**src/rtl/tpq_pkg.sv**
```systemverilog
// ----------------------------------------------------------------------------
// tpq_pkg
// Shared types and constants for the task priority queue.
// ----------------------------------------------------------------------------
package tpq_pkg;

    localparam int Depth = 32;
    localparam int SlotW = $clog2(Depth);
    localparam int CntW  = $clog2(Depth + 1);
    localparam int TallyW = 6;

    typedef enum logic [2:0] {
        OP_ENQ    = 3'd0,
        OP_DEQ    = 3'd1,
        OP_DEQFIT = 3'd2,
        OP_PEEK   = 3'd3,
        OP_REMOVE = 3'd4,
        OP_HAS    = 3'd5,
        OP_COUNT  = 3'd6,
        OP_CLEAR  = 3'd7
    } op_t;

    localparam logic [1:0] ST_OK    = 2'd0;
    localparam logic [1:0] ST_NONE  = 2'd1;
    localparam logic [1:0] ST_FULL  = 2'd2;

    typedef struct packed {
        logic [31:0] id;
        logic [2:0]  level;
        logic [7:0]  cpu;
        logic [47:0] mem;
        logic [47:0] gmem;
        logic [3:0]  gcnt;
        logic [47:0] disk;
    } task_t;

    localparam int TaskW = $bits(task_t);
    localparam int RowW  = TaskW + 32;

    typedef struct packed {
        logic [2:0]  operation;
        task_t       tsk;
    } req_t;

    typedef struct packed {
        logic [1:0]  status;
        task_t       tsk;
        logic [5:0]  tally;
    } rsp_t;

    // controller -> datapath
    typedef struct packed {
        logic             load;     // latch request
        logic             scan_clr; // reset scan state
        logic             scan_en;  // visit one slot
        logic             commit;   // apply result
    } cmd_t;

    // datapath -> controller
    typedef struct packed {
        logic             scan_last;
    } sts_t;

endpackage

```
**src/rtl/tpq_ctrl.sv**
```systemverilog
// ----------------------------------------------------------------------------
// tpq_ctrl
// Sequencer: accept, scan all slots, commit, hand result to output.
// ----------------------------------------------------------------------------
module tpq_ctrl (
    input  logic           clk,
    input  logic           rst_n,
    input  logic           in_valid,
    output logic           in_ready,
    output logic           out_valid,
    input  logic           out_ready,
    output tpq_pkg::cmd_t  cmd,
    input  tpq_pkg::sts_t  sts
);
    typedef enum logic [1:0] {
        S_IDLE,
        S_SCAN,
        S_COMMIT,
        S_OUT
    } state_t;

    state_t state_reg, state_next;
    logic   out_valid_reg, out_valid_next;

    always_comb
    begin
        state_next     = state_reg;
        out_valid_next = out_valid_reg;
        cmd            = '0;
        if (out_valid_reg && out_ready)
        begin
            out_valid_next = 1'b0;
        end
        unique case (state_reg)
            S_IDLE:
            begin
                if (in_valid)
                begin
                    cmd.load     = 1'b1;
                    cmd.scan_clr = 1'b1;
                    state_next   = S_SCAN;
                end
            end
            S_SCAN:
            begin
                cmd.scan_en = 1'b1;
                if (sts.scan_last)
                begin
                    state_next = S_COMMIT;
                end
            end
            S_COMMIT:
            begin
                if (!out_valid_next)
                begin
                    cmd.commit     = 1'b1;
                    out_valid_next = 1'b1;
                    state_next     = S_IDLE;
                end
            end
            default:
            begin
                state_next = S_IDLE;
            end
        endcase
    end

    assign in_ready  = (state_reg == S_IDLE);
    assign out_valid = out_valid_reg;

    always_ff @(posedge clk or negedge rst_n)
    begin
        if (!rst_n)
        begin
            state_reg     <= S_IDLE;
            out_valid_reg <= 1'b0;
        end
        else
        begin
            state_reg     <= state_next;
            out_valid_reg <= out_valid_next;
        end
    end
endmodule

```
**config.mk**
```make
export PLATFORM = sky130hd
export DESIGN_NAME = tpq_ctrl
export DESIGN_NICKNAME = d
export VERILOG_FILES = /design/src/rtl/tpq_pkg.sv /design/src/rtl/tpq_ctrl.sv
export SDC_FILE = /design/constraint.sdc
export NUM_CORES = 1
export LEC_CHECK = 0
export ABC_AREA = 1
export BUFFER_PORTS_ARGS = -buffer_cell sky130_fd_sc_hd__buf_2
export CORE_AREA = 5 5 42 44
export CTS_BUF_LIST = sky130_fd_sc_hd__clkbuf_4 sky130_fd_sc_hd__clkbuf_8 sky130_fd_sc_hd__clkbuf_16
export DETAILED_ROUTE_END_ITERATION = 12
export DIE_AREA = 0 0 47 49
export GPL_TIMING_DRIVEN = 0
export PLACE_DENSITY = 0.3
export SLEW_MARGIN = 10
export SYNTH_ARGS = -nofsm -noshare
export SYNTH_HDL_FRONTEND = slang
export SYNTH_SLANG_ARGS = --single-unit
```
**constraint.sdc**
```tcl
create_clock -name clk -period 0.95 [get_ports clk]
set_clock_uncertainty 0.1 [all_clocks]
set_input_delay 0.19 -clock clk [delete_from_list [all_inputs] [get_ports clk]]
set_output_delay 0.19 -clock clk [all_outputs]
set_load 0.01 [all_outputs]
```
==> results.md <==
- Ys flop type: dfrtp_1
- Remaining routing DRC violations: 0
- Max-slew headroom: between 80% and 90%
- Critical path type: reg2out
- Num rows: 14
- CP arrival: between 1 and 1.5 ns
- Placement Setup Slack: -0.2258 ns
- Clock Path Buffers: 2
- CP Launch Type: flip-flop
- Tmin final: 1.358 ns
- Most Crowded Layer GR: met2
- Top-count cell post-synth: nand2_1
- Syn_area_per_cell: 6.995 µm²
- CTS tree: built
- Die area: about 2300 µm²
- Status: finished, violations left
- Cell Area, Synth: between 150 and 200 µm²
- F_max: 0.7362 GHz
- FILL cells: 167
- Slew @ Worst Pin: about 0.15 ns
- EDFF count, synth: 0
- Root Driver: clkbuf_4
- Met3 usage: 3.690%
- Initial Utilization: between 10 and 15%
- ANT nets after route: 0
- Reg2Reg Setup Slack: -0.12 ns
- M1 GR Usage: under 10%
- Fraction of layout cells with a size suffix above 1: roughly 74%
- Mapped Nets: 27
- Clk_lat worst skew: ~0.23 ns
- Worst R2R End: state_reg[0]$_DFFE_PN0P_
- Peak supply drop: around 0.00089 V
- Max reg flops: 2
- Final wirelength: just under 500 µm
- Seq/Total Area, Yosys: around half
- Vias in the first global route: 220
- Leakage Power: 0.1968 nW
- Final Worst Setup Slack: -0.4082 ns
- Antenna diodes: 0
- Net Sw Power: ~370 µW
- Mapped Cells: 22
- Core Util, Final: about 26%
- Synthesis-stage register bit count: 3
- Hold path depth: 3
- Worst Hold Launch: sts
- RSZ-0062 raised after global routing: true
- Seq pwr share: between 20% and 30%
- Number of vias per cell: around 3.4
- Final cycle utilization of the critical path: 143.0%
- Combinational power share: between 50 and 60%
- Largest net degree at the start of global routing: 4
- Ys async rst share: 100.0%
- Net Sw Frac: approximately a third
- DP Area: ~230 µm²
- Iter 0 DRT Violations: 0
- Critical Path Fanout Max: 2
- Core ar.: roughly 1400 µm²
- Routed via count: 200
- Post-route cell area: roughly 360 µm²
- First-pass GRT wire length: ~800 µm
- Clock share of power: a little under a quarter
- Num ports: 11
- Detailed placement HPWL: 339.2 µm
- Most frequent cells after synthesis: 7 x nand2_1, 4 x inv_1, 4 x nor2_1
- Critical R2R Launch: state_reg[1]$_DFFE_PN0P_
- Fin. Hold Viols: 0
- Final Max Tran Viols: 0
- Cts bufs inserted: 3
- Die span in x: between 40 and 50 µm
- Multi-input gate area: between 70 and 80 µm²
- Area fraction of the dominant cell type after synthesis: about half
- Crit. End Element: output pin
- WL per Instance: roughly 8.4 µm
- Worst Hold Path EP: state_reg[1]$_DFFE_PN0P_
- Top cells by area, synth: dfrtp_1 49%, nand2_1 17%, inv_1 9.8%, nor2_1 9.8%, buf_4 4.9%
- Post-synth cell types: 8
- DIE HEIGHT: 49 µm
- Area leader, netlist: dfrtp_1
- YS warnings: 0
- Total GRT Usage: ~5.3%
- Initial antenna violation count: 0
- Drt first pass iters: 1
- Seq. cell area: 75.07 µm²
- Nets: 48
- Area growth, synth to finish: 135.8%
- Aggregate global routing overflow: 0
- M2 GR Usage: 7.014%
- Internal: 701.2 µW
- CTS sink cnt: 3
- Worst Path Required: ~0.66 ns
- Number of port buffers: 10
- Max H-tree Level: 1
- Failing checks: negative setup slack
- Final setup violation count: 8
- R2r worst-path depth: 5
- Clock slew at reported path FFs: 0.04 ns
- Hold Path Class: in2reg
- Max-cap violations: 0
- GP Congestion: 0.7295
- Power per cell area: 2950 nW/µm²
[worst max-delay path, stage by stage, from the launching register on]
cell     delay, ns
dfrtp_1       0.39
nor2_2        0.14
nand2_2       0.08
inv_2         0.06
buf_6         0.08
buf_6         0.08
[repair_timing]
item                                    CTS  global route
setup buffers                             4             3
resized for setup                         9             5
endpoints found under the setup margin    6             8
hold endpoints to repair                  3             0
hold buffers                              1             0
pin swaps                                 6             5
[logic make-up (layout without fill, tap and decap cells)]
logic type | count (synthesis) | in the layout | share of synthesized area (%)
flip-flops | 3 | 3 | 48.78
AO/OA/AOI/OAI | 1 | 1 | 3.249
AND/OR/NAND/NOR | 12 | 12 | 30.90
buffers and inverters | 6 | 26 | 17.07
[power groups by stage]
| stage | Sequential, mW | Combinational (mW) | Clock [mW] |
|---|---|---|---|
| after CTS | 0.212 | 0.555 | 0.268 |
| after detailed placement | 0.219 | 0.324 | 0 |
| final | 0.216 | 0.601 | 0.254 |
| after global placement | 0.216 | 0.322 | 0 |
| after global routing | 0.224 | 0.652 | 0.286 |
| after floorplan | 0.221 | 0.192 | 0 |
[area by class of cell]
cell class,instances,area share (%)
sequential,3,20.69
tap,16,5.517
clock buffer,4,8.276
buffer,1,3.103
multi-input combinational,13,21.38
inverter,5,5.172
timing repair buffer,16,35.86
[per-stage QoR]
step                power [mW]  instances  setup TNS (ns)  hold WS (ns)
floorplan               0.4129         22         -0.2868       -0.2056
CTS                      1.035         57          -1.996       0.06643
global route             1.162         58          -2.457       0.07754
detailed placement      0.5430         48         -0.5619       -0.1125
finish                   1.070         58          -1.992       0.08313
global placement        0.5377         48         -0.4974       -0.1132
[cells in the final DEF (no fill, tap or decap)]
master,synthesis,layout
buf_6,0,7
buf_2,0,6
nand2_2,0,5
clkbuf_4,0,4
nor2_2,1,3
inv_1,4,3
dfrtp_1,3,3
buf_4,1,3
inv_2,1,2
nand2_1,7,2
nor2_4,0,1
o21ai_0,1,1
nor2_1,4,1
dlygate4sd3_1,0,1
[worst max-delay path by stage]
| stage | startpoint | endpoint | depth (start not counted) |
|---|---|---|---|
| after global placement | state_reg[1]$_DFFE_PN0P_ | cmd[3] | 5 |
| after CTS | state_reg[0]$_DFFE_PN0P_ | cmd[3] | 5 |
| after floorplan | state_reg[1]$_DFFE_PN0P_ | cmd[3] | 4 |
| after global routing | state_reg[1]$_DFFE_PN0P_ | cmd[3] | 5 |
| after detailed placement | state_reg[1]$_DFFE_PN0P_ | cmd[3] | 5 |
| final | state_reg[1]$_DFFE_PN0P_ | cmd[3] | 5 |
[per-layer routing]
metal	vias to the layer above	part of all wire [%]	wire length, µm
met2	12	41	200
met1	85	41	200
met4	0	2.9	14
met5	-	0	0
li1	101	-	-
met3	2	14	69
Note: power is estimated with default switching activity, not from simulation.
